**src/rtl/gsa_ram.sv**
```systemverilog
// ----------------------------------------------------------------------------
// gsa_ram
// Simple dual-port synchronous memory, one write and one registered read.
// ----------------------------------------------------------------------------
module gsa_ram #(
	parameter int DEPTH = 64,
	parameter int AW    = 6,
	parameter int WIDTH = 8
) (
	input  logic             clk,
	input  logic             we,
	input  logic [AW-1:0]    waddr,
	input  logic [WIDTH-1:0] wdata,
	input  logic             re,
	input  logic [AW-1:0]    raddr,
	output logic [WIDTH-1:0] rdata
);

	logic [WIDTH-1:0] mem [DEPTH];

	// write port
	always_ff @(posedge clk) begin
		if (we) begin
			mem[waddr] <= wdata;
		end
	end

	// registered read port
	always_ff @(posedge clk) begin
		if (re) begin
			rdata <= mem[raddr];
		end
	end

endmodule

```
**config.mk**
```make
export PLATFORM = sky130hd
export DESIGN_NAME = gsa_ram
export DESIGN_NICKNAME = d
export VERILOG_FILES = /design/src/rtl/gsa_ram.sv
export SDC_FILE = /design/constraint.sdc
export NUM_CORES = 1
export LEC_CHECK = 0
export BUFFER_PORTS_ARGS = -buffer_cell sky130_fd_sc_hd__buf_4
export CORE_MARGIN = 2
export CORE_UTILIZATION = 62
export DETAILED_ROUTE_END_ITERATION = 6
export HOLD_SLACK_MARGIN = 0.06
export PLACE_DENSITY_LB_ADDON = 0.05
export SYNTH_ARGS = -nofsm -noshare
export SYNTH_HDL_FRONTEND = slang
export SYNTH_SLANG_ARGS = --single-unit
```
**constraint.sdc**
```tcl
create_clock -name clk -period 2.5 [get_ports clk]
set_input_delay 0.5 -clock clk [delete_from_list [all_inputs] [get_ports clk]]
set_output_delay 0.5 -clock clk [all_outputs]
set_load 0.05 [all_outputs]
```
# --- Word level (Yosys, flattened, before mapping) ---
# Memory sizes are Yosys's and may differ from the RTL's. A register that Yosys moved wholly into a read port is not among the register bits.
# Index checks and enable logic that the tools add are counted.
totals:
  inputBits: 23
  mem_count: 1
  mem_bits_rw: 512
  register_bits: 0
  word_cells: 3
  out_inout_bits: 8
classes:
  muxes: 2
memory_table:
  columns: ["name", "depth", "word_bits", "read_ports", "rd_clocked_by_memory_dff", "write_ports", "line", "rtl"]
  rows:
  - ["mem", 64, 8, 1, 1, 1, "19", "logic [WIDTH-1:0] mem [DEPTH];"]
op_table:
  columns: ["cell", "n"]
  rows:
  - ["1-bit 2-to-1 mux", 2]

# --- Depth between registers and ports, before layout ---
# Gate-level depths: netlist (run 1).
logic_depth:
  ltp_word: 2
  ltp_mapped: 9
  depth_no_buf: 5

# --- Worst setup path before layout (run 1) ---
# OpenSTA, ideal clock, no wires.
synth_path:
  kind: "input port to flip-flop"
  from: "in raddr[1]"
  to: "reg rdata[3] (read register of mem), data pin"
  setup_ps: 266
  path_slack_ps: 194
  required_ps: 2234
  arrival_ps: 2040
  cell_stages: 7
  n_path_buf: 3
  path_cell_list: "buf_4 > buf_2 > buf_2 > mux4_2 > mux4_2 > o21ai_1 > o41ai_1"
synth_lines:
  columns: ["item", "line", "rtl"]
  rows:
  - ["start: declaration", "15", "input logic [AW-1:0] raddr,"]
  - ["end: declaration", "16", "output logic [WIDTH-1:0] rdata"]

==> impl_metrics.toml, run 1 <==
[global_routing]
grt_pass1_wl_um = 66000
overflow = 0
first_global_vias = 10248
grt_usage_pct = 27.5
antenna_found_initial = 2
grt_max_degree = 65

[power_and_ir_drop]
p_per_area_nw_per_um2 = 763
peakVddDrop_v = 0.000679
netSwitchingFraction_pct = 20.7
p_sw_mw = 3.69
clkPwrFrac_pct = 39.8
power_mw = 17.8
leakage_nw = 7.56
internal-power_mw = 14.1
p_seq_share_pct = 54.5
comb_power_share_pct = 5.7

[floorplanning]
initial_utilization_pct = 62.5
die_w_um = 185
die_y_um = 185
core_area_um2 = 32400
ios = 31
die_area_um2 = 34100
rows = 66

[worst_setup_path]
timing.rr.start = "mem[28][4]"
end_kind = "flop"
cp_top_family = "multiplexers"
startpoint = "mem[28][4]"
reg2regPathDepth = 5
worst-path-buf-inv = 0
cpPeakStageDelay_ns = 0.48
cp.arrival_ns = 2.63
path_cells = "mux4_2 > mux2_2 > o221a_2 > nor3_1 > o32ai_1"
cp_max_fo = 1
r2r_end = "rdata[4]"
worst_path_max_delay_cell = "mux4_2"
endpoint = "rdata[4]"
crit_type = "flop to flop"
cp.depth = 5
worst_setup_path_start_kind = "flop"
worstPathRequired_ns = 2.80
reg2reg_slack_ns = 0.16

[detailed_routing]
vias = 10063
drc_errors = 0
post_drt_wl_per_cell_um = 28.4
firstDrtPassIters = 5
ant_nets = 0
drt-total-wl_um = 44800
avgViaCountPerCell = 6.37
drt_iter0_drc = 1232

[sta]
fin_crit_sh_pct = 93.5
fmax_mhz = 428
fin_skew_ns = 0.0259
rsz0062_at_grt = "false"
finalMaxSlewViolations = 0
hold_viol = 0
setup_violations = 0
tightestPinTransition_ns = 0.746
relSlewSlack_pct = 50.3
final.setup.tns_ns = 0
period_minus_slack_ns = 2.34

[logic_synthesis]
ys_async_sr_fraction_pct = 0
ys_ff_latch = 520
yosys_warnings = 0
synth_cells = 940
synth_flop_cell = "edfxtp_1"
synth_cell_types = 39
syn_nets = 963
syn_area_per_cell_um2 = 21.5
synth_seq_area_share_pct = 77.1
syn-cell-area_um2 = 20200
synth_edf_count = 520

[clocking]
root_buffer = "clkbuf_16"
cts.path.max_buffers = 3
cts_made_buffers = 50
clock_latency_ns = 0.57
cts_resized = 0
cts_sinks = 520
ctsHoldBuffers = 0
post_cts_buffers = 0
htreeDepth = 2
cts.clk_slew.worst_paths_ns = 0.06
tritoncts = "done"

[place]
place_congestion = 0.846
numPortBuffers = 30
dp_hpwl_um = 28300

[layout]
final_nets = 1122
n_fill_cell = 1938
layout_commonest_cell = "edfxtp_1"
mostFrequentLayoutCells = "520 x edfxtp_1, 149 x buf_4, 126 x mux4_2, 83 x nor2_1, 51 x clkbuf_16"
area_delta_synth_final_pct = 15.1
layout-drive-gt1-share_pct = 32.4

[run]
cap_violations = 0

[hold_path]
hold_path.class = "input port to flop"
min-delay-start = "re"

[outcome]
status = "finished, final reports clean"
kinds of logic after synthesis:
kind of cell | count (synthesis) | synth area share (%)
flip-flops | 520 | 77.1
AO/OA/AOI/OAI | 54 | 2.06
buffers and inverters | 51 | 1.56
multiplexers | 162 | 15.9
AND/OR/NAND/NOR | 153 | 3.37
through the flow:
step | util (%) | hold WS, ns | instance area (um2) | instances | setup WS, ns
2_1_floorplan | - | 0.599 | 20200 | 940 | 0.194
3_3_place_gp | 67.3 | 0.835 | 21800 | 1489 | -0.327
3_5_place_dp | 67.3 | 0.835 | 21800 | 1489 | -0.311
4_1_cts | 72.0 | 0.239 | 23300 | 1578 | 0.209
5_1_grt | 72.0 | 0.250 | 23300 | 1578 | 0.149
6_report | 72.0 | 0.256 | 23300 | 1579 | 0.162
how the worst min path moves through the flow:
stage	to	slack, ns	cells after the start
6_report	rdata[7]	0.26	1
5_1_grt	rdata[7]	0.25	1
4_1_cts	rdata[7]	0.24	1
3_5_place_dp	rdata[7]	0.84	1
3_3_place_gp	rdata[7]	0.83	1
2_1_floorplan	mem[0][0]	0.60	0
Yosys cell counts (3+ instances only):
cell / number / area share [%]
buf_6: 4 / 0.22
a22oi_1: 3 / 0.11
buf_4: 13 / 0.48
buf_2: 11 / 0.27
o221ai_1: 8 / 0.35
nor2b_1: 14 / 0.43
nand2b_1: 7 / 0.22
o2111ai_1: 3 / 0.13
a211oi_1: 4 / 0.15
nand2_1: 19 / 0.35
nand3_1: 13 / 0.32
clkbuf_1: 17 / 0.32
a21oi_1: 3 / 0.074
buf_1: 4 / 0.074
mux2i_1: 23 / 1.1
nor2_1: 83 / 1.5
nand3b_1: 3 / 0.11
o2bb2ai_1: 3 / 0.13
a221oi_1: 6 / 0.26
mux4_2: 126 / 14
mux2_2: 13 / 0.72
o22ai_1: 8 / 0.25
edfxtp_1: 520 / 77
nor3_1: 7 / 0.17
layer usage:
layer	up-vias	wire (um)	track usage, %
met5	-	13	0
met2	492	22100	44.8
met3	102	3760	4.82
met1	5204	17500	38.3
met4	2	1430	9.56
li1	4263	-	-
sequential cells by signal, summed over array words and instances, names as in the netlist:
name,flops
mem,512
rdata,8
power groups by stage:
stage                     sequential, mW  combinational (mW)  clock, mW
after floorplan                     9.91               0.515          0
after global placement              9.88               0.981          0
after detailed placement            9.88                1.01          0
after CTS                           9.70                1.01       7.19
after global routing                9.70                1.06       7.56
final                               9.70                1.01       7.09
area by class of cell:
class                      count  area (um2)  share of cell area, %
antenna                        1        2.50                 0.0107
clock buffer                  58        1300                   5.59
clock inverter                31         231                  0.993
multi-input combinational    369        4320                   18.5
sequential                   520       15600                   67.0
tap                          442         553                   2.37
timing repair buffer         158        1290                   5.54
(Power assumes the default switching activity.)
==> run 2: changes to the inputs <==
--- a/config.mk
+++ b/config.mk
@@ -6,8 +6,10 @@
 export NUM_CORES = 1
 export LEC_CHECK = 0
 export BUFFER_PORTS_ARGS = -buffer_cell sky130_fd_sc_hd__buf_4
-export CORE_MARGIN = 2
-export CORE_UTILIZATION = 62
+export CELL_PAD_IN_SITES_DETAIL_PLACEMENT = 2
+export CELL_PAD_IN_SITES_GLOBAL_PLACEMENT = 2
+export CORE_MARGIN = 3
+export CORE_UTILIZATION = 50
 export DETAILED_ROUTE_END_ITERATION = 6
 export HOLD_SLACK_MARGIN = 0.06
 export PLACE_DENSITY_LB_ADDON = 0.05
==> run 2 against run 1 <==
  * The flow now stops in 3_5_place_dp
  * Synthesized cell count unchanged
  * Area after synthesis unchanged
==> impl_metrics.toml, run 2 <==
[logic_synthesis]
syn_area_per_cell_um2 = 21.5
synth_top_area_share_pct = 77.1
syn_nets = 963
synth_edf_count = 520
synth_seq_area_share_pct = 77.1
synthTopCellsByArea = "edfxtp_1 77%, mux4_2 14%, nor2_1 1.5%"
synth_cell_types = 39
ys_async_sr_fraction_pct = 0
synth.top_cells.by_count = "520 x edfxtp_1, 126 x mux4_2, 83 x nor2_1, 23 x mux2i_1, 19 x nand2_1"
synth_flop_cell = "edfxtp_1"
yosys_warnings = 0
synth.most_common_cell = "edfxtp_1"
syn-cell-area_um2 = 20200
yosys.area.top_type = "edfxtp_1"
synth_cells = 940
ys_ff_latch = 520

[floorplanning]
rows = 73
initial_utilization_pct = 50.8
die_y_um = 207
ios = 31
die_w_um = 207

[place]
numPortBuffers = 30
dp_hpwl_um = 37700
place_congestion = 0.789

[outcome]
haltStage = "3_5_place_dp"
status = "aborted with a tool error"
error = "[ERROR DPL-0033] detailed placement checks failed during check placement."
run 2: cell counts after synthesis:
Identical to the previous run, type by type.
run 2: kinds of logic after synthesis:
kind of cell	count (synthesis)	synth area share, %
flip-flops	520	77.1
AND/OR/NAND/NOR	153	3.37
buffers and inverters	51	1.56
AO/OA/AOI/OAI	54	2.06
multiplexers	162	15.9
run 2: per-stage QoR:
stage | instance area, um2 | setup WS [ns]
2_1_floorplan | 20200 | 0.194
3_3_place_gp | 21800 | -0.407
==> run 3: changes to the inputs <==
==> config.mk (replaced) <==
export PLATFORM = sky130hd
export DESIGN_NAME = gsa_ram
export DESIGN_NICKNAME = d
export VERILOG_FILES = /design/src/rtl/gsa_ram.sv
export SDC_FILE = /design/constraint.sdc
export NUM_CORES = 1
export LEC_CHECK = 0
export BUFFER_PORTS_ARGS = -buffer_cell sky130_fd_sc_hd__buf_4
export CORE_MARGIN = 3
export CORE_UTILIZATION = 40
export DETAILED_ROUTE_END_ITERATION = 6
export PLACE_DENSITY_LB_ADDON = 0.15
export SYNTH_ARGS = -nofsm -noshare
export SYNTH_HDL_FRONTEND = slang
export SYNTH_SLANG_ARGS = --single-unit
==> run 3 against run 2 <==
  * The flow now finishes without violations
==> impl_metrics.toml, run 3 (same netlist as run 1, synthesis figures left out) <==
[outcome]
status = "finished, final reports clean"

[worst_setup_path]
worstPathRequired_ns = 2.83
cp.arrival_ns = 2.60
worst-path-buf-inv = 4
crit_path_frequent_cell = "buf_4"
path_cells = "clkbuf_8 > buf_4 > buf_12 > buf_4 > mux2i_1 > a221oi_1 > a221oi_2 > o2bb2ai_1"
cpPeakStageDelay_ns = 0.38
end_kind = "flop"
timing.rr.start = "mem[21][4]"
worst_path_max_delay_cell = "a221oi_2"
reg2reg_slack_ns = 0.23
crit_type = "input port to flop"
r2r_end = "rdata[4]"
cp_max_fo = 20
cp_top_family = "buffers and inverters"
reg2regPathDepth = 6
worst_setup_path_start_kind = "input port"

[hold_path]
worstHoldEndpoint = "rdata[4]"
min-delay-start = "re"
min_path_cells = 1
hold_path.class = "input port to flop"

[sta]
finalMaxSlewViolations = 0
hold_viol = 0
fin_skew_ns = 0.0214
fmax_mhz = 441
tightestPinTransition_ns = 0.778
relSlewSlack_pct = 48.1
fin_crit_sh_pct = 90.8
layout_setup_ws_ns = 0.231
rsz0062_at_grt = "false"
period_minus_slack_ns = 2.27
setup_violations = 0

[floorplanning]
die_w_um = 231
die_y_um = 231
initial_utilization_pct = 40.9
rows = 81
core_area_um2 = 49500
die_area_um2 = 53400
ios = 31

[global_routing]
grt_pass1_wl_um = 70200
antenna_found_initial = 1
overflow = 0
grt_usage_pct = 18.2
first_global_vias = 10137
grt_max_degree = 65

[layout]
top_regs = "mem (512), rdata (8)"
layout_commonest_cell = "edfxtp_1"
n_fill_cell = 4149
largest_register_ffs = 512
final_nets = 1137
mostFrequentLayoutCells = "520 x edfxtp_1, 155 x buf_4, 126 x mux4_2, 83 x nor2_1, 57 x clkbuf_16"
largest-register = "mem"
area_delta_synth_final_pct = 18.4
diodes = 0
layout-drive-gt1-share_pct = 34.0

[detailed_routing]
firstDrtPassIters = 5
drt_iter0_drc = 915
vias = 9877
drc_errors = 0
drt-total-wl_um = 47600
ant_nets = 0
avgViaCountPerCell = 5.42
post_drt_wl_per_cell_um = 26.1

[run]
cap_violations = 0

[clocking]
cts.path.max_buffers = 3
cts_made_buffers = 54
clock_latency_ns = 0.60
tritoncts = "done"
cts_resized = 0
htreeDepth = 2
cts.clk_slew.worst_paths_ns = 0.07
post_cts_buffers = 0
root_buffer = "clkbuf_16"
cts_sinks = 520
ctsHoldBuffers = 0

[place]
place_congestion = 0.766
numPortBuffers = 30
pre_cts_slack_ns = -0.568
dp_hpwl_um = 29800

[power_and_ir_drop]
peakVddDrop_v = 0.000418
leakage_nw = 7.72
p_per_area_nw_per_um2 = 775
power_mw = 18.6
[run 3: per-layer routing]
layer / up-vias / track usage [%] / share of wire (%)
li1: 4292 / - / -
met1: 5259 / 26.3 / 45
met2: 256 / 28.5 / 47
met3: 68 / 3.79 / 5.9
met4: 2 / 4.36 / 2.0
met5: - / 0 / 0.023
[run 3: power breakdown]
| part | leakage [nW] | switching (mW) | internal, mW |
|---|---|---|---|
| combinational | 2.20 | 0.622 | 0.424 |
| clock | 0.834 | 3.28 | 4.56 |
| sequential | 4.69 | 0.0271 | 9.67 |
| total | 7.72 | 3.93 | 14.7 |
[run 3: how the worst max path moves through the flow]
stage	cells after the start	startpoint	to	slack, ns
floorplan	7	raddr[1]	rdata[3]	0.19
global placement	8	raddr[0]	rdata[2]	-0.61
detailed placement	8	raddr[0]	rdata[1]	-0.57
CTS	8	raddr[0]	rdata[1]	0.06
global route	8	raddr[0]	rdata[2]	0.08
finish	8	raddr[0]	rdata[1]	0.23
[run 3: through the flow]
step	hold slack [ns]	TNS (ns)	instance area [um2]	std cells	utilization [%]
finish	0.266	0	24000	1822	48.5
global route	0.224	0	24000	1822	48.5
CTS	0.222	0	23900	1822	48.4
detailed placement	0.862	-3.13	22200	1722	44.9
global placement	0.863	-3.23	22200	1722	44.9
floorplan	0.599	0	20200	940	-
[run 3: area by class of cell]
class / count / area [um2] / area share (%)
clock buffers: 65 / 1460 / 6.08
clock inverters: 35 / 293 / 1.22
multi-input cells: 369 / 4330 / 18.1
flip-flops and latches: 520 / 15600 / 65.2
well taps: 664 / 831 / 3.47
repair buffers: 169 / 1440 / 6.00
==> run 4: changes to the inputs <==
--- a/config.mk
+++ b/config.mk
@@ -8,6 +8,7 @@
 export BUFFER_PORTS_ARGS = -buffer_cell sky130_fd_sc_hd__buf_4
 export CORE_MARGIN = 3
 export CORE_UTILIZATION = 40
+export CTS_BUF_LIST = sky130_fd_sc_hd__clkbuf_8
 export DETAILED_ROUTE_END_ITERATION = 6
 export PLACE_DENSITY_LB_ADDON = 0.15
 export SYNTH_ARGS = -nofsm -noshare
==> run 4 against run 3 <==
  * Via count up 2.6%
  * Sequential cell count unchanged
  * Global-route usage up 0.27 points
  * Critical path type unchanged
  * Largest cell class unchanged
  * Largest power group unchanged
  * Highest routed layer unchanged
==> impl_metrics.toml, run 4 (same netlist as run 1, synthesis figures left out) <==
[detailed_routing]
vias = 10134
ant_nets = 0
firstDrtPassIters = 5
avgViaCountPerCell = 5.40
drt-total-wl_um = 48100
drt_iter0_drc = 946
drc_errors = 0
post_drt_wl_per_cell_um = 25.6

[worst_setup_path]
reg2reg_slack_ns = 0.22
worst_setup_path_start_kind = "input port"
reg2regPathDepth = 6
crit_type = "input port to flop"
timing.rr.start = "mem[21][4]"
r2r_end = "rdata[4]"
cp.arrival_ns = 2.75
end_kind = "flop"
cp_max_fo = 20
worstPathRequired_ns = 2.87

[layout]
largest-register = "mem"
layout_commonest_cell = "edfxtp_1"
area_delta_synth_final_pct = 17.3
mostFrequentLayoutCells = "520 x edfxtp_1, 155 x buf_4, 126 x mux4_2, 90 x clkbuf_8, 83 x nor2_1"
top_regs = "mem (512), rdata (8)"
fin_area_um2 = 23700
final_util_pct = 48.0
largest_register_ffs = 512
final_nets = 1169
layout-drive-gt1-share_pct = 34.3

[place]
dp_hpwl_um = 29800
place_congestion = 0.766
numPortBuffers = 30
dpl_cell_area_um2 = 22200

[floorplanning]
core_area_um2 = 49500
die_area_um2 = 53400
die_w_um = 231
ios = 31
initial_utilization_pct = 40.9
die_y_um = 231
rows = 81

[global_routing]
overflow = 0
first_global_vias = 10518
grt_usage_pct = 18.4
antenna_found_initial = 1
grt_max_degree = 65
grt_pass1_wl_um = 71000

[clocking]
cts.clk_slew.worst_paths_ns = 0.06
cts.path.max_buffers = 3
post_cts_buffers = 0
root_buffer = "clkbuf_8"
tritoncts = "done"
cts_resized = 0
cts_made_buffers = 86
ctsHoldBuffers = 0
htreeDepth = 3
cts_sinks = 520
clock_latency_ns = 0.64

[hold_path]
min-delay-start = "re"
hold_path.class = "input port to flop"
min_path_cells = 1
worstHoldEndpoint = "rdata[4]"

[run]
cap_violations = 0

[sta]
fin_skew_ns = 0.0273
fmax_mhz = 421
relSlewSlack_pct = 50.1
rsz0062_at_grt = "false"
final.setup.tns_ns = 0
period_minus_slack_ns = 2.37
finalMaxSlewViolations = 0
hold_viol = 0
tightestPinTransition_ns = 0.749
fin_crit_sh_pct = 94.9
setup_violations = 0

[outcome]
status = "finished, final reports clean"

[power_and_ir_drop]
internal-power_mw = 13.6
comb_power_share_pct = 6.0
clkPwrFrac_pct = 38.5
p_sw_mw = 3.88
p_per_area_nw_per_um2 = 736
p_seq_share_pct = 55.5
netSwitchingFraction_pct = 22.2
peakVddDrop_v = 0.000347
leakage_nw = 7.76
[run 4: changes by cell type in the layout (fill, tap and decap cells not counted), sizes merged]
cell      delta
clkinv       +7
clkinvlp     -4
bufinv       -2
inv         +27
clkbuf      +24
diode        +1
[run 4: routing by layer]
layer | up-vias | wire length, um | global-route usage (%)
li1 | 4361 | - | -
met1 | 5384 | 21200 | 26.3
met2 | 323 | 22900 | 28.9
met3 | 64 | 2960 | 3.58
met4 | 2 | 997 | 5.77
met5 | - | 17 | 0
[run 4: cell type report]
cell class / count / area, um2
Antenna cell: 1 / 2.50
Clock inverter: 63 / 317
Multi-Input combinational cell: 369 / 4320
Clock buffer: 89 / 1220
Sequential cell: 520 / 15600
Tap cell: 664 / 831
Fill cell: 4233 / 25700
Timing Repair Buffer: 169 / 1440
[run 4: worst max-delay path by stage]
stage	from	to	slack (ns)	cells after the start
floorplan	raddr[1]	rdata[3]	0.19	7
global placement	raddr[0]	rdata[2]	-0.61	8
detailed placement	raddr[0]	rdata[1]	-0.57	8
CTS	raddr[0]	rdata[1]	0.14	8
global route	raddr[0]	rdata[0]	0.05	8
finish	raddr[0]	rdata[1]	0.13	8
[run 4: per-stage QoR]
stage | setup WS (ns) | instances | total power [mW] | hold slack, ns
after floorplan | 0.194 | 940 | 10.4 | 0.599
after global placement | -0.610 | 1722 | 10.9 | 0.863
after detailed placement | -0.568 | 1722 | 10.9 | 0.862
after CTS | 0.135 | 1874 | 17.7 | 0.144
after global routing | 0.0496 | 1874 | 18.2 | 0.173
final | 0.126 | 1875 | 17.5 | 0.218
[run 4: worst max-delay path, stage by stage]
cell and delay, ns:
clkbuf_8 0.30, buf_4 0.31, buf_12 0.22, buf_4 0.29
mux2i_1 0.27, a221oi_1 0.14, a221oi_1 0.53, o2bb2ai_1 0.14
[run 4: power by group through the flow]
stage	Combinational, mW	Clock (mW)	Sequential (mW)
after CTS	1.07	6.97	9.70
after floorplan	0.515	0	9.91
after detailed placement	1.06	0	9.88
final	1.04	6.73	9.70
after global placement	1.05	0	9.88
after global routing	1.12	7.36	9.70
